**src/design/assert_macros.svh**
```systemverilog
// assertion macros shared by the interpolator modules
// no dependencies
`ifndef ASSERT_MACROS_SVH
`define ASSERT_MACROS_SVH

// implication checked on every rising clock edge outside reset
`define KVI_ASSERT(label, clk, rst_n, ante, cons, msg) \
    label: assert property (@(posedge clk) disable iff (!rst_n) (ante) |-> (cons)) \
        else $error(msg);

// implication checked in the cycle after the antecedent
`define KVI_ASSERT_NEXT(label, clk, rst_n, ante, cons, msg) \
    label: assert property (@(posedge clk) disable iff (!rst_n) (ante) |=> (cons)) \
        else $error(msg);

`endif

```
**src/design/kvi_pkg.sv**
```systemverilog
// types and constants for the keyframe vector interpolator
// no dependencies
package kvi_pkg;

    localparam int unsigned FRAC_BITS = 16;

    typedef struct packed {
        logic        kind;
        logic [5:0]  key_index;
        logic [31:0] key_time;
        logic signed [31:0] value_x;
        logic signed [31:0] value_y;
        logic signed [31:0] value_z;
        logic [31:0] query_time;
    } t_in_item;

    typedef struct packed {
        logic signed [31:0] out_x;
        logic signed [31:0] out_y;
        logic signed [31:0] out_z;
        logic [1:0]  region;
    } t_out_item;

    localparam logic       KIND_WRITE = 1'b0;
    localparam logic       KIND_QUERY = 1'b1;
    localparam logic [1:0] REGION_FIRST  = 2'd0;
    localparam logic [1:0] REGION_INTERP = 2'd1;
    localparam logic [1:0] REGION_LAST   = 2'd2;

    typedef struct packed {
        logic start;
        logic busy;
        logic done;
    } t_div_ctl;

endpackage

```
**src/design/kvi_blend.sv**
```systemverilog
// one component blend v0 + floor((v1 - v0) * t / 65536), two registered stages
// depends on kvi_pkg
module kvi_blend (
    input  logic        i_clk,
    input  logic signed [31:0] i_v0,
    input  logic signed [31:0] i_v1,
    input  logic [16:0] i_t,
    output logic signed [31:0] o_res
);
    import kvi_pkg::*;

    logic signed [32:0] r_diff;
    logic signed [31:0] r_v0;
    logic signed [50:0] r_prod;
    logic signed [31:0] r_base;
    logic signed [50:0] w_sum;

    always_ff @(posedge i_clk) begin
        r_diff <= 33'(i_v1) - 33'(i_v0);
        r_v0   <= i_v0;
        r_prod <= 51'(r_diff) * 51'(signed'({1'b0, i_t}));
        r_base <= r_v0;
    end

    assign w_sum = 51'(r_base) + (r_prod >>> FRAC_BITS);
    assign o_res = w_sum[31:0];
endmodule

```
**config.mk**
```make
export PLATFORM = sky130hd
export DESIGN_NAME = kvi_blend
export DESIGN_NICKNAME = d
export VERILOG_FILES = /design/src/design/assert_macros.svh /design/src/design/kvi_pkg.sv /design/src/design/kvi_blend.sv
export SDC_FILE = /design/constraint.sdc
export NUM_CORES = 2
export LEC_CHECK = 0
export BUFFER_PORTS_ARGS = -buffer_cell sky130_fd_sc_hd__buf_2
export CAP_MARGIN = 20
export CORE_MARGIN = 2
export CORE_UTILIZATION = 60
export DETAILED_ROUTE_END_ITERATION = 10
export MAX_ROUTING_LAYER = met4
export PLACE_DENSITY = 0.83
export RECOVER_POWER = 100
export SYNTH_ARGS = -nofsm -noshare
export SYNTH_HDL_FRONTEND = slang
export SYNTH_SLANG_ARGS = --single-unit
```
**constraint.sdc**
```tcl
create_clock -name i_clk -period 6.8 [get_ports i_clk]
set_input_delay 0.34 -clock i_clk [delete_from_list [all_inputs] [get_ports i_clk]]
set_output_delay 0.34 -clock i_clk [all_outputs]
set_load 0.02 [all_outputs]
```
==> run_summary.xml <==
<?xml version="1.0" encoding="UTF-8"?>
<metrics>
  <group name="status">
    <metric name="outcome" unit="">finished, final reports clean</metric>
  </group>
  <group name="placement">
    <metric name="dp_hpwl" unit="um">51700</metric>
    <metric name="placed_cell_area" unit="mm^2">0.0254</metric>
    <metric name="port-buffer-count" unit="">113</metric>
    <metric name="gp_routability_congestion" unit="">0.987</metric>
  </group>
  <group name="critical_path">
    <metric name="crit_path_max_incr_delay" unit="ps">620</metric>
    <metric name="critPathSlowestCell" unit="">sky130_fd_sc_hd__dfxtp_1</metric>
    <metric name="timing.critical_path.mode_cell" unit="">sky130_fd_sc_hd__fa_1</metric>
    <metric name="critPathTopFamily" unit="">adder cells</metric>
    <metric name="critPathRequiredTime" unit="ps">7120</metric>
    <metric name="critical_path_start_end_classification" unit="">flop to flop</metric>
    <metric name="end_kind" unit="">flop</metric>
    <metric name="crit_arrival" unit="ps">6910</metric>
    <metric name="critical_path_cell_list" unit="">buf_4 &gt; nand2_1 &gt; fa_1 &gt; fa_1 &gt; fa_1 &gt; fa_1 &gt; fa_1 &gt; fa_1 &gt; inv_1 &gt; ha_1 &gt; and3_1 &gt; nand3_1 &gt; clkbuf_1 &gt; nor2_1 &gt; o2111ai_1 &gt; o21ai_0 &gt; buf_4 &gt; a21oi_2 &gt; nor2b_1 &gt; o21a_1 &gt; nor2_1 &gt; xnor2_1</metric>
    <metric name="timing.critical_path.from_type" unit="">flop</metric>
    <metric name="critPathMaxFanout" unit="">9</metric>
    <metric name="cp_num_buf_inv" unit="">4</metric>
  </group>
  <group name="grt">
    <metric name="grt_antenna_before_repair" unit="">1</metric>
    <metric name="track_usage" unit="%">32.9</metric>
    <metric name="overflow" unit="">0</metric>
    <metric name="grt_pass1_vias" unit="">20500</metric>
    <metric name="grt_max_degree" unit="">34</metric>
    <metric name="grt_first_pass_wirelength" unit="um">102000</metric>
  </group>
  <group name="sta">
    <metric name="relSlewSlack" unit="%">37.1</metric>
    <metric name="fin_skew" unit="ps">19.4</metric>
    <metric name="finalWorstPathRequiredPeriod" unit="ps">6590</metric>
    <metric name="slew_violations" unit="">0</metric>
    <metric name="setup_viol" unit="">0</metric>
    <metric name="timing_hold_violations_final" unit="">0</metric>
    <metric name="clock.fmax" unit="MHz">152</metric>
    <metric name="max_slew.worst_pin.slew" unit="ps">935</metric>
    <metric name="fin_crit_sh" unit="%">96.9</metric>
  </group>
  <group name="route">
    <metric name="routed_wirelength" unit="um">62200</metric>
    <metric name="via_per_inst" unit="">5.57</metric>
    <metric name="ant_nets" unit="">0</metric>
    <metric name="drc_errors" unit="">0</metric>
    <metric name="initial_detailed_routing_violation_count" unit="">1150</metric>
    <metric name="drt_pass1_iterations" unit="">6</metric>
    <metric name="vias" unit="">18300</metric>
    <metric name="wl_per_cell" unit="um">18.9</metric>
  </group>
  <group name="floorplan">
    <metric name="fp.dieH" unit="um">204</metric>
    <metric name="rows" unit="">73</metric>
    <metric name="fp.coreArea" unit="mm^2">0.0395</metric>
    <metric name="floorplan.io_pins" unit="">114</metric>
    <metric name="initial_utilization" unit="%">60.6</metric>
    <metric name="die_width" unit="um">204</metric>
    <metric name="die_area" unit="mm^2">0.0416</metric>
  </group>
  <group name="yosys">
    <metric name="synth_xor_area_share" unit="%">3.44</metric>
    <metric name="mappedNetlistArea" unit="mm^2">0.0240</metric>
    <metric name="synth_compound_gate_area_share" unit="%">6.52</metric>
    <metric name="synth_top_cells_by_count" unit="">sky130_fd_sc_hd__inv_1 (652), sky130_fd_sc_hd__fa_1 (516), sky130_fd_sc_hd__and2_1 (298)</metric>
    <metric name="ys_seq_elements" unit="">129</metric>
    <metric name="synthFlopType" unit="">sky130_fd_sc_hd__dfxtp_1</metric>
    <metric name="synthMuxAreaShare" unit="%">0</metric>
    <metric name="area_fraction_in_and_or_nand_and_nor_cells_after_synthesis" unit="%">15.6</metric>
    <metric name="syn-instance-count" unit="">2631</metric>
    <metric name="netlist.top_cell.by_area" unit="">sky130_fd_sc_hd__fa_1</metric>
    <metric name="synth-adder-area-share" unit="%">52.1</metric>
    <metric name="synthDominantCellAreaShare" unit="%">43.1</metric>
    <metric name="synth-edff-count" unit="">0</metric>
    <metric name="synthesis.area_per_instance" unit="um^2">9.11</metric>
    <metric name="synth.yosys.seq_area_share" unit="%">10.8</metric>
    <metric name="synthArstFlopShare" unit="%">0</metric>
    <metric name="synth.net_count" unit="">3402</metric>
    <metric name="synth.most_common_cell" unit="">sky130_fd_sc_hd__inv_1</metric>
    <metric name="post_synth_main_area_contributors" unit="">sky130_fd_sc_hd__fa_1 (43%), sky130_fd_sc_hd__dfxtp_1 (11%), sky130_fd_sc_hd__inv_1 (10%)</metric>
    <metric name="synthDistinctLibCells" unit="">56</metric>
    <metric name="dominant_combinational_cell_family_by_area_after_synthesis" unit="">adder cells</metric>
    <metric name="ys.warnings.count" unit="">0</metric>
  </group>
  <group name="clock_tree">
    <metric name="clk_latency" unit="ps">440</metric>
    <metric name="cts-root-buf" unit="">sky130_fd_sc_hd__clkbuf_16</metric>
    <metric name="clkSinkCount" unit="">129</metric>
    <metric name="cts_inserted_buffers" unit="">17</metric>
    <metric name="tritoncts" unit="">built</metric>
    <metric name="h-tree-depth" unit="">4</metric>
    <metric name="clkSlewWorstSetupHoldPaths" unit="ps">60</metric>
    <metric name="clock_path_buffers" unit="">2</metric>
  </group>
  <group name="finish">
    <metric name="syn_to_final_growth" unit="%">8.16</metric>
    <metric name="finish.instance_area" unit="mm^2">0.0259</metric>
    <metric name="final.fill_count" unit="">3070</metric>
    <metric name="final_net_count" unit="">3519</metric>
    <metric name="layout-drive-gt1-share" unit="%">6.52</metric>
  </group>
  <group name="hold_path">
    <metric name="hold_class" unit="">input port to flop</metric>
  </group>
  <group name="run">
    <metric name="timing.max_cap.violations" unit="">0</metric>
  </group>
</metrics>
## worst register-to-register path, cell delays in order (launching register included)
cell and delay [ps]:
sky130_fd_sc_hd__dfxtp_1 620, sky130_fd_sc_hd__buf_4 240, sky130_fd_sc_hd__nand2_1 90, sky130_fd_sc_hd__fa_1 520, sky130_fd_sc_hd__fa_1 580, sky130_fd_sc_hd__fa_1 440, sky130_fd_sc_hd__fa_1 520, sky130_fd_sc_hd__fa_1 430
sky130_fd_sc_hd__fa_1 500, sky130_fd_sc_hd__inv_1 40, sky130_fd_sc_hd__ha_1 360, sky130_fd_sc_hd__and3_1 230, sky130_fd_sc_hd__nand3_1 140, sky130_fd_sc_hd__clkbuf_1 170, sky130_fd_sc_hd__nor2_1 200, sky130_fd_sc_hd__o2111ai_1 270
sky130_fd_sc_hd__o21ai_0 250, sky130_fd_sc_hd__buf_4 200, sky130_fd_sc_hd__a21oi_2 100, sky130_fd_sc_hd__nor2b_1 240, sky130_fd_sc_hd__o21a_1 160, sky130_fd_sc_hd__nor2_1 50, sky130_fd_sc_hd__xnor2_1 130
## cell usage in the layout (no fill, tap or decap), drive strengths merged, types with 11 or more instances in the layout
cell	count
nand3	19
and2	298
nand2b	11
a21oi	62
nor2b	17
ha	173
o21ai	51
fa	516
a211oi	12
nand2	291
buf	133
o21a	19
xnor2	77
xor2	17
clkbuf	70
inv	654
dfxtp	129
nor2	65
nor3	16
a21o	38
## final cells by class
cell class	instances	area, um^2	share of cell area [%]
repair buffers	183	1050	4.06
well taps	525	657	2.53
inverters	652	2450	9.44
multi-input cells	1765	18600	71.8
flip-flops and latches	129	2590	9.99
clock buffers	20	447	1.72
clock inverters	12	109	0.420
diodes	2	5.00	0.0193
## cell families after synthesis
kind of cell | after synthesis
AO/OA/AOI/OAI | 238
XOR/XNOR | 94
buffers and inverters | 737
AND/OR/NAND/NOR | 744
adder cells (fa/ha/maj) | 689
flip-flops | 129
## sequential cells by signal, indices dropped and copies added (netlist names)
name,flops
r_prod,32
r_v0,32
r_base,32
r_diff,33
## path summary, 6_finish.rpt
| check | startpoint | depth (start not counted) | slack [ps] | end |
|---|---|---|---|---|
| setup / recovery | r_diff[6] | 22 | 210 | r_prod[41] |
| hold / removal | i_v0[30] | 1 | 20 | r_v0[30] |
| setup reg to reg | r_diff[6] | 22 | 210 | r_prod[41] |
| hold reg to reg | r_v0[11] | 0 | 320 | r_base[11] |
## routing by layer
layer	wire, um	global-route usage (%)	up-vias
met2	31100	55.3	854
met3	4360	5.85	289
met1	22200	36.3	9183
met4	4560	20.6	0
li1	-	-	8000
met5	0	-	-
## what timing repair did
item | CTS | global route
setup endpoints to repair | 1 | 11
gates resized for setup | 1 | 11
cloned | 0 | 0
pin swaps | 0 | 0
buffers inserted | 0 | 0
hold buffers | 0 | 0
## stage by stage
stage / utilization [%] / cells / TNS [ps] / hold slack, ps / setup WS (ps)
after floorplan: - / 2631 / 0 / 310 / 724
after global placement: 64.3 / 3254 / 0 / 310 / 64.7
after detailed placement: 64.3 / 3254 / -62.1 / 312 / -62.1
after CTS: 65.7 / 3286 / 0 / 1.66 / 59.0
after global routing: 65.5 / 3287 / -17.9 / 13.5 / -17.9
final: 65.5 / 3288 / 0 / 15.2 / 210
Power is left out: the tool's default activity adds up to more than one toggle a clock period on the data nets, which glitch-free logic cannot reach.
