File: src/design/assert_macros.svh
// assertion macros shared by the interpolator modules
// no dependencies
`ifndef ASSERT_MACROS_SVH
`define ASSERT_MACROS_SVH

// implication checked on every rising clock edge outside reset
`define KVI_ASSERT(label, clk, rst_n, ante, cons, msg) \
    label: assert property (@(posedge clk) disable iff (!rst_n) (ante) |-> (cons)) \
        else $error(msg);

// implication checked in the cycle after the antecedent
`define KVI_ASSERT_NEXT(label, clk, rst_n, ante, cons, msg) \
    label: assert property (@(posedge clk) disable iff (!rst_n) (ante) |=> (cons)) \
        else $error(msg);

`endif

File: src/design/kvi_pkg.sv
// types and constants for the keyframe vector interpolator
// no dependencies
package kvi_pkg;

    localparam int unsigned FRAC_BITS = 16;

    typedef struct packed {
        logic        kind;
        logic [5:0]  key_index;
        logic [31:0] key_time;
        logic signed [31:0] value_x;
        logic signed [31:0] value_y;
        logic signed [31:0] value_z;
        logic [31:0] query_time;
    } t_in_item;

    typedef struct packed {
        logic signed [31:0] out_x;
        logic signed [31:0] out_y;
        logic signed [31:0] out_z;
        logic [1:0]  region;
    } t_out_item;

    localparam logic       KIND_WRITE = 1'b0;
    localparam logic       KIND_QUERY = 1'b1;
    localparam logic [1:0] REGION_FIRST  = 2'd0;
    localparam logic [1:0] REGION_INTERP = 2'd1;
    localparam logic [1:0] REGION_LAST   = 2'd2;

    typedef struct packed {
        logic start;
        logic busy;
        logic done;
    } t_div_ctl;

endpackage

File: src/design/kvi_divider.sv
// restoring divider, one quotient bit per cycle, 48-bit dividend by 32-bit divisor
// depends on kvi_pkg
module kvi_divider (
    input  logic        i_clk,
    input  logic        i_rst_n,
    input  logic        i_start,
    input  logic [47:0] i_dividend,
    input  logic [31:0] i_divisor,
    output kvi_pkg::t_div_ctl o_ctl,
    output logic [16:0] o_quot
);
    import kvi_pkg::*;

    logic [47:0] r_num, n_num;
    logic [32:0] r_rem, n_rem;
    logic [31:0] r_den;
    logic [5:0]  r_cnt, n_cnt;
    logic        r_busy, r_done;
    logic [32:0] w_trial;

    always_comb begin
        w_trial = {r_rem[31:0], r_num[47]};
        n_num = {r_num[46:0], 1'b0};
        n_rem = w_trial;
        if (w_trial >= {1'b0, r_den}) begin
            n_rem = w_trial - {1'b0, r_den};
            n_num[0] = 1'b1;
        end
        n_cnt = r_cnt - 6'd1;
    end

    always_ff @(posedge i_clk) begin
        if (!i_rst_n) begin
            r_busy <= 1'b0;
            r_done <= 1'b0;
            r_cnt  <= '0;
        end else begin
            r_done <= 1'b0;
            if (i_start) begin
                r_busy <= 1'b1;
                r_cnt  <= 6'd48;
                r_num  <= i_dividend;
                r_den  <= i_divisor;
                r_rem  <= '0;
            end else if (r_busy) begin
                r_num <= n_num;
                r_rem <= n_rem;
                r_cnt <= n_cnt;
                if (r_cnt == 6'd1) begin
                    r_busy <= 1'b0;
                    r_done <= 1'b1;
                end
            end
        end
    end

    assign o_ctl.start = i_start;
    assign o_ctl.busy  = r_busy;
    assign o_ctl.done  = r_done;
    assign o_quot      = r_num[16:0];

`include "assert_macros.svh"
    `KVI_ASSERT_NEXT(a_done_after_busy, i_clk, i_rst_n, r_done, !r_busy, "divider busy after done")
    `KVI_ASSERT(a_cnt_range, i_clk, i_rst_n, r_busy, r_cnt != 6'd0 && r_cnt <= 6'd48, "divider count out of range")
endmodule

File: config.mk
export PLATFORM = sky130hd
export DESIGN_NAME = kvi_divider
export DESIGN_NICKNAME = d
export VERILOG_FILES = /design/src/design/kvi_pkg.sv /design/src/design/kvi_divider.sv
export VERILOG_INCLUDE_DIRS = /design/src /design/src/design
export SDC_FILE = /design/constraint.sdc
export NUM_CORES = 1
export LEC_CHECK = 0
export ABC_AREA = 0
export BUFFER_PORTS_ARGS = -buffer_cell sky130_fd_sc_hd__buf_2
export CAP_MARGIN = 20
export CORE_AREA = 2 2 141 170
export DETAILED_ROUTE_END_ITERATION = 8
export DIE_AREA = 0 0 143 172
export PLACE_DENSITY = 0.5
export SLEW_MARGIN = 30
export SYNTH_ARGS = -nofsm -noshare
export SYNTH_HDL_FRONTEND = slang
export SYNTH_SLANG_ARGS = --single-unit
File: constraint.sdc
create_clock -name i_clk -period 5.46 [get_ports i_clk]
set_clock_uncertainty 0.15 [all_clocks]
set_input_delay 1.365 -clock i_clk [delete_from_list [all_inputs] [get_ports i_clk]]
set_output_delay 1.365 -clock i_clk [all_outputs]
set_load 0.01 [all_outputs]
==> results of run 1 <==
[cells in the mapped netlist (3+ instances only)]
master / instances
inv_1: 42
ha_1: 34
nor2b_1: 4
mux2_2: 48
nand2_1: 56
clkbuf_1: 19
nand3_1: 15
xor2_1: 9
a21boi_0: 3
and3_1: 6
a211oi_1: 6
o21a_1: 5
nand2b_1: 4
o21ai_0: 19
nor2_1: 28
edfxtp_1: 112
a21o_1: 18
buf_4: 22
nand4_1: 4
o211ai_1: 4
and4_1: 4
dfxtp_1: 8
mux2i_1: 4
a21oi_1: 47
or3_1: 4
xnor2_1: 21
a31oi_1: 7
nor3_1: 4
o21bai_1: 3
[flip-flops by register name, summed over array words and instances, names as in the netlist]
signal  count
r_rem      32
r_num      48
r_busy      1
r_den      32
r_cnt       6
r_done      1
[power groups by stage]
stage	sequential, mW	combinational, mW	clock, mW
6_report	1.14	0.651	1.09
5_1_grt	1.15	0.728	1.14
4_1_cts	1.14	0.647	1.11
3_5_place_dp	1.16	0.644	0
3_3_place_gp	1.16	0.642	0
2_1_floorplan	1.15	0.506	0
[kinds of logic (layout without fill, tap and decap cells)]
kind of cell    count (synthesis)  in the layout  share of synthesized area, %
compound gates                135            135                          13.0
xor+xnor                       30             30                          3.86
fa+ha+maj                      35             35                          6.55
buf+inv                        88            182                          6.33
flops                         120            120                          51.8
mux                            52             52                          8.53
other cells                     0              1                             0
simple gates                  141            141                          9.91
[stage by stage]
stage / cell area [um^2] / std cells / setup slack [ps]
2_1_floorplan: 6800 / 601 / 1060
3_3_place_gp: 7490 / 977 / 1730
3_5_place_dp: 7490 / 977 / 1710
4_1_cts: 8060 / 1009 / 1710
5_1_grt: 8070 / 1010 / 1560
6_report: 8080 / 1011 / 1780
[how the worst max path moves through the flow]
stage                      to  slack, ps  cells after the start
floorplan            r_num[0]       1060                      3
global placement    r_rem[23]       1730                      8
detailed placement  r_num[30]       1710                      3
CTS                 r_rem[23]       1710                      8
global route         r_rem[1]       1560                     10
finish               o_ctl[2]       1780                      2
[worst reg2reg max path, stage by stage (launching register included)]
cell and delay, ps:
edfxtp_1 390, inv_1 70, ha_1 150, inv_1 50
fa_1 400, a21o_1 230, a221oi_2 400, o211a_1 330
o21ai_1 120, a221oi_2 350, o211ai_1 170, and4_1 210
a311o_1 300
[metal layers]
| layer | part of all wire (%) | global-route usage (%) | up-vias |
|---|---|---|---|
| met3 | 7.4 | 4.82 | 27 |
| met4 | 1.7 | 5.81 | 4 |
| met1 | 43 | 15.9 | 2271 |
| met2 | 47 | 20.8 | 147 |
| li1 | - | - | 2341 |
| met5 | 0.18 | 0 | - |
[layout make-up]
type	instances	area [um^2]	area share, %
Antenna cell	1	2.50	0.0310
Clock buffer	17	425	5.27
Clock inverter	15	145	1.80
Inverter	43	161	2.00
Multi-Input combinational cell	393	2870	35.5
Sequential cell	120	3520	43.6
Tap cell	315	394	4.88
Timing Repair Buffer	107	556	6.88
==> impl_metrics.tcl, run 1 <==
set metrics [dict create \
    status "completed" \
    startpoint_type "primary input" \
    holdBufCountCts 0 \
    synth_edf_count 112 \
    cts_root_buffer "clkbuf_16" \
    post-cts-setup-buffers 0 \
    post-route-period-util_pct 67.4 \
    core-area_mm2 0.0230 \
    ys_types 60 \
    irDropWorstVdd_uv 231 \
    relSlewSlack_pct 48.2 \
    critPathRequiredTime_ps 3940 \
    ys_seq_area_share_pct 51.8 \
    slowest_stage "buf_2" \
    dieArea_mm2 0.0246 \
    p_per_area_mw_per_mm2 357 \
    syn_area_mm2 0.00680 \
    reg2reg_depth 12 \
    wl_per_cell_um 15.1 \
    tns_ps 0 \
    slowest_delay_ps 550 \
    p_clk_share_pct 37.8 \
    cts_made_buffers 17 \
    tightest_slew_ps 777 \
    whs_path_depth 2 \
    whs_ps 365 \
    hold_class "register to register" \
    gp_congestion 0.859 \
    p_int_mw 2.02 \
    crit_chain "buf_2 -> buf_2" \
    clkLatencyLatePin_ps 420 \
    grt_max_degree 53 \
    drc 0 \
    synth_top_flop_cell "edfxtp_1" \
    dr.pass1.iters 4 \
    detail-route-antenna-nets 0 \
    cts_max_level 4 \
    p_total_mw 2.88 \
    setup.worst_path.start "i_start" \
    power_switching_mw 0.863 \
    nNetsFinal 800 \
    synth_top_area_share_pct 49.4 \
    drive_gt1_share_pct 28.3 \
    clockBufferDepth 2 \
    max_freq_ghz 0.272 \
    most-common-layout-cells "112 x edfxtp_1, 102 x buf_2, 56 x nand2_1, 48 x mux2_2, 46 x a21oi_1" \
    leakage_nw 3.26 \
    synth_top_area_cell "edfxtp_1" \
    path_class "primary input to output port" \
    cts_resized 0 \
    viasPerCell 4.74 \
    cp-end-kind "output port" \
    drv_slew 0 \
    whs_endpoint "r_cnt[1]" \
    drtIter0Drc 292 \
    clk_pin_slew_ps 60 \
    fin_util_pct 35.2 \
    hold_viol_final 0 \
    grt_pass1_vias 5043 \
    rsz0062_at_grt "false" \
    crit_buf_inv 2 \
    num_rows 61 \
    crit_top_cell "buf_2" \
    hold_start "r_cnt[1]" \
    initial_core_util_pct 29.6 \
    ioPinCount 103 \
    combinationalPowerShare_pct 22.6 \
    synth_seq_cells 120 \
    grt_pass1_wl_um 25300 \
    critical_path_arrival_ps 2170 \
    io_buffers 102 \
    synth_warnings 0 \
    syn2layout_area_growth_pct 18.7 \
    async_reset_ff_share_pct 0 \
    antenna_found_initial 3 \
    die_h_um 172 \
    clkSinkCount 120 \
    seqPwrFrac_pct 39.6 \
    reg2reg_to "r_rem[28]" \
    final_common_cell "edfxtp_1" \
    r2r_start "r_num[47]" \
    max_cap_viol_count 0 \
    cp_max_fo 34 \
    fill_cells 2275 \
    p_sw_share_pct 30.0 \
    vias 4790 \
    synth_cells 601 \
    cts_tree "done" \
    synthTopCellsByArea "edfxtp_1 49%, mux2_2 7.9%, ha_1 6.3%" \
    grt.total_usage_pct 13.1 \
    dp_hpwl_um 10800 \
    rrSetupSlack_ps 1890 \
    synth_area_per_cell_um2 11.3 \
    finalSetupViolations 0 \
    dieWidth_um 143 \
    period_minus_slack_ps 3680 \
    syn_nets 719 \
    grt_overflow 0 \
    routed_wirelength_um 15300 \
    critical-path-top-delay-family "buffers and inverters" \
]
Power figures use the tool's default switching activity.
==> inputs of run 2 (changes only) <==
- clock period: 5.46 -> 3.4 ns (I/O delays scaled with it)
==> run 2 against run 1 <==
Net effect: wire length rose by 1.4%; critical path type is now register to register; via count up 1.8%; combinational power grew 67%; worst setup slack lost 1600 ps; global-route usage about the same; clock power rose by 63%; non-clock buffer count rose by 14; sequential share of layout area down 0.69 points; sequential cell count stayed put.
==> impl_metrics.tcl, run 2 (same netlist as run 1, synthesis figures left out) <==
set metrics [dict create \
    status "completed" \
    clkLatencyLatePin_ps 420 \
    post-route-period-util_pct 94.2 \
    critical_path_arrival_ps 3210 \
    slowest_delay_ps 390 \
    grt_overflow 0 \
    crit_chain "inv_1 -> ha_1 -> inv_1 -> fa_2 -> a21o_1 -> a221oi_2 -> o211a_1 -> o21ai_1 -> a221oi_2 -> o211ai_1 -> and4_1 -> a311o_1" \
    rsz0062_at_grt "false" \
    p_per_area_mw_per_mm2 573 \
    cts_root_buffer "clkbuf_16" \
    hold_class "register to register" \
    top_layer_used "met4" \
    routed_wirelength_um 15500 \
    hold_viol_final 0 \
    path_class "register to register" \
    postPlaceCellArea_mm2 0.00762 \
    max_freq_ghz 0.312 \
    viasPerCell 4.76 \
    antenna_found_initial 0 \
    fin_area_mm2 0.00821 \
    detail-route-antenna-nets 0 \
    clkSinkCount 120 \
    tns_ps 0 \
    vias 4876 \
    wl_met3_um 1010 \
    crit_buf_inv 2 \
    io_buffers 102 \
    rrSetupSlack_ps 200 \
    cts_resized 0 \
    cts_max_level 4 \
    wl_per_cell_um 15.1 \
    core-area_mm2 0.0230 \
    finalSetupViolations 0 \
    final_common_cell "edfxtp_1" \
    largestRegisters "r_num (48), r_den (32), r_rem (32)" \
    drt-met1-wl_um 6920 \
    syn2layout_area_growth_pct 20.6 \
    period_minus_slack_ps 3200 \
    cts_made_buffers 17 \
    grt_pass1_wl_um 25400 \
    dp_hpwl_um 11200 \
    clockBufferDepth 2 \
    cp_max_fo 3 \
    cp-end-kind "register" \
    grt.total_usage_pct 13.1 \
    dieArea_mm2 0.0246 \
    max_cap_viol_count 0 \
    regMostFlops "r_num" \
    tightest_slew_ps 654 \
    slowest_stage "edfxtp_1" \
    leakage_nw 3.34 \
    wl_met2_um 7300 \
    instances_no_fill 1025 \
    drc 0 \
    ioPinCount 103 \
    whs_ps 357 \
    post-cts-setup-buffers 0 \
    die_h_um 172 \
    fill_cells 2320 \
    irDropWorstVdd_uv 350 \
    critical-path-top-delay-family "compound AO/OA/AOI/OAI gates" \
    drv_slew 0 \
    fin_util_pct 35.7 \
    relSlewSlack_pct 56.1 \
    grt_max_degree 37 \
    cts_tree "done" \
    holdBufCountCts 0 \
    num_rows 61 \
    startpoint_type "register" \
    dieWidth_um 143 \
    clk_pin_slew_ps 60 \
    grt_pass1_vias 5076 \
    dr.pass1.iters 5 \
    drive_gt1_share_pct 29.6 \
    placed_cells 992 \
    initial_core_util_pct 29.6 \
    critPathRequiredTime_ps 3410 \
    most-common-layout-cells "112 x edfxtp_1, 102 x buf_2, 56 x nand2_1, 48 x mux2_2, 46 x a21oi_1" \
    gp_congestion 0.893 \
    drtIter0Drc 219 \
    largest_register_ffs 48 \
    nNetsFinal 814 \
]
## run 2: cell count changes in the layout (fill, tap and decap cells not counted)
cell	before	now
buf_4	4	17
inv_8	1	0
clkinvlp_4	5	4
buf_12	0	2
inv_6	4	3
bufinv_16	1	2
buf_8	1	0
a2111oi_0	1	0
a2111oi_1	0	1
fa_1	1	0
a21oi_4	1	0
fa_2	0	1
clkbuf_1	0	2
a21oi_2	0	1
## run 2: routing by layer
metal	track usage, %	vias up
li1	-	2382
met2	21.4	123
met1	16.4	2350
met5	0	-
met3	3.90	21
met4	4.65	0
## run 2: worst paths after layout
kind	from	end	cells past startpoint
min reg2reg	r_cnt[1]	r_cnt[1]	2
max reg2reg	r_num[47]	r_rem[28]	12
min	r_cnt[1]	r_cnt[1]	2
max	r_num[47]	r_rem[28]	12
## run 2: metrics by stage
| stage | setup WS (ps) | total power [mW] |
|---|---|---|
| after global routing | 0.0384 | 4.96 |
| after CTS | 90.8 | 4.76 |
| after floorplan | 171 | 2.65 |
| final | 197 | 4.70 |
| after global placement | 179 | 2.93 |
| after detailed placement | 104 | 2.94 |
## run 2: power breakdown
| part | leakage (nW) | switching (mW) | internal [mW] |
|---|---|---|---|
| combinational | 1.93 | 0.612 | 0.475 |
| clock | 0.271 | 0.693 | 1.09 |
| sequential | 1.14 | 0.0548 | 1.78 |
## run 2: tightest hold or removal path: stages (launching register included)
cell and delay, ps:
dfxtp_1 330, nor2_1 90, a211oi_1 50
## run 2: area by class of cell
class	instances	area (um^2)	share of cell area [%]
flip-flops and latches	120	3520	42.9
multi-input cells	393	2870	34.9
repair buffers	121	678	8.26
clock buffers	19	433	5.28
well taps	315	394	4.80
inverters	43	161	1.97
clock inverters	13	148	1.80
diodes	1	2.50	0.0305
==> inputs of run 3 (changes only) <==
==> constraint.sdc (replaced) <==
create_clock -name i_clk -period 3.4 [get_ports i_clk]
set_clock_uncertainty 0.15 [all_clocks]
set_input_delay 0.68 -clock i_clk [delete_from_list [all_inputs] [get_ports i_clk]]
set_output_delay 0.68 -clock i_clk [all_outputs]
set_load 0.01 [all_outputs]
==> run 3 against run 2 <==
Net effect: clock power barely moved; fmax is essentially flat; global-route usage rose by 0.21 points; register-to-register slack is essentially flat; critical path depth increased by 1; critical path type unchanged; critical endpoint is now r_rem[30]; largest power group unchanged.
==> impl_metrics.tcl, run 3 (same netlist as run 1, synthesis figures left out) <==
set metrics [dict create \
    drive_gt1_share_pct 29.8 \
    dieArea_mm2 0.0246 \
    vias 4860 \
    dieWidth_um 143 \
    routed_wirelength_um 15600 \
    syn2layout_area_growth_pct 20.5 \
    clk_pin_slew_ps 60 \
    tns_ps 0 \
    num_rows 61 \
    rsz0062_at_grt "false" \
    leakage_nw 3.34 \
    holdBufCountCts 0 \
    post-cts-setup-buffers 0 \
    nNetsFinal 812 \
    largest_register_ffs 48 \
    max_cap_viol_count 0 \
    finalSetupViolations 0 \
    p_per_area_mw_per_mm2 576 \
    hold_class "primary input to register" \
    max_freq_ghz 0.312 \
    dp_hpwl_um 11000 \
    ioPinCount 103 \
    cts_tree "done" \
    cp-end-kind "register" \
    instances_no_fill 1022 \
    p_int_mw 3.32 \
    largestRegisters "r_num (48), r_den (32), r_rem (32)" \
    startpoint_type "register" \
    drc 0 \
    drtIter0Drc 214 \
    reg2reg_to "r_rem[30]" \
    final_common_cell "edfxtp_1" \
    wl_per_cell_um 15.2 \
    period_minus_slack_ps 3210 \
    multi_input_area_mm2 0.00287 \
    fill_cells 2312 \
    p_sw_share_pct 29.7 \
    initial_core_util_pct 29.6 \
    most-common-layout-cells "112 x edfxtp_1, 102 x buf_2, 56 x nand2_1, 48 x mux2_2, 45 x a21oi_1" \
    antenna_found_initial 0 \
    critPathRequiredTime_ps 3510 \
    fin_ws_ps 195 \
    diodes 0 \
    dr.pass1.iters 4 \
    viasPerCell 4.76 \
    grt.total_usage_pct 13.3 \
    r2r_start "r_num[47]" \
    cts_resized 0 \
    die_h_um 172 \
    core-area_mm2 0.0230 \
    grt_max_degree 81 \
    whs_path_depth 1 \
    placed_cells 990 \
    regMostFlops "r_num" \
    grt_overflow 0 \
    status "completed" \
    cp_max_fo 4 \
    detail-route-antenna-nets 0 \
    tightest_slew_ps 582 \
    seq_area_mm2 0.00352 \
    combinationalPowerShare_pct 23.1 \
    irDropWorstVdd_uv 383 \
    grt_pass1_vias 5256 \
    hold_viol_final 0 \
    critical_path_arrival_ps 3320 \
    p_clk_share_pct 38.1 \
    drv_slew 0 \
    clkSinkCount 120 \
    clkLatencyLatePin_ps 420 \
    io_buffers 102 \
    power_switching_mw 1.40 \
    clockBufferDepth 2 \
    rrSetupSlack_ps 190 \
    reg2reg_depth 13 \
    gp_congestion 0.877 \
    place_ws_ps 105 \
    grt_pass1_wl_um 25800 \
    seqPwrFrac_pct 38.8 \
    path_class "register to register" \
    cts_made_buffers 17 \
    cts_root_buffer "clkbuf_16" \
    cts_max_level 4 \
    hold_start "i_divisor[24]" \
    post-route-period-util_pct 94.3 \
    relSlewSlack_pct 61.2 \
    whs_endpoint "r_den[24]" \
]
[run 3: worst max-delay path: stages, from the launching register on]
cell	delay, ps
edfxtp_1	380
inv_1	70
ha_1	150
inv_1	50
fa_2	350
a21o_1	200
a221oi_2	280
o211a_1	220
buf_4	130
o211ai_1	130
and3b_1	220
o31a_1	270
or3_1	330
a21oi_2	150
[run 3: stage by stage]
step	power, mW	util [%]	instance area, um^2	hold WS, ps
6_report	4.72	35.7	8200	287
5_1_grt	4.98	35.7	8200	271
4_1_cts	4.78	35.7	8190	269
3_5_place_dp	2.95	33.1	7600	381
3_3_place_gp	2.94	33.1	7600	332
2_1_floorplan	2.65	-	6810	319
[run 3: worst max path at each step]
stage                         start        end  slack [ps]  depth (start not counted)
after floorplan           r_num[47]  r_rem[28]         170                         12
after global placement    r_num[47]  r_rem[28]         200                         12
after detailed placement  r_num[47]  r_rem[28]         110                         12
after CTS                 r_num[47]  r_rem[30]         100                         13
after global routing      r_num[47]  r_rem[30]          20                         13
final                     r_num[47]  r_rem[30]         190                         13
[run 3: layout make-up]
type | instances | area share, %
Clock buffer | 19 | 5.54
Clock inverter | 13 | 1.62
Inverter | 43 | 1.97
Multi-Input combinational cell | 393 | 35.0
Sequential cell | 120 | 43.0
Tap cell | 315 | 4.81
Timing Repair Buffer | 119 | 8.09
[run 3: layer usage]
metal / track usage [%] / up-vias / part of all wire (%)
met5: 0 / - / 0
met4: 5.55 / 0 / 1.5
met3: 3.85 / 16 / 5.9
met2: 22.1 / 139 / 48
met1: 16.1 / 2327 / 45
li1: - / 2378 / -
[run 3: power groups by stage]
| stage | registers, mW | clock network, mW | logic, mW |
|---|---|---|---|
| global route | 1.84 | 1.91 | 1.22 |
| global placement | 1.86 | 0 | 1.08 |
| floorplan | 1.84 | 0 | 0.812 |
| detailed placement | 1.86 | 0 | 1.09 |
| finish | 1.83 | 1.80 | 1.09 |
| CTS | 1.83 | 1.85 | 1.09 |
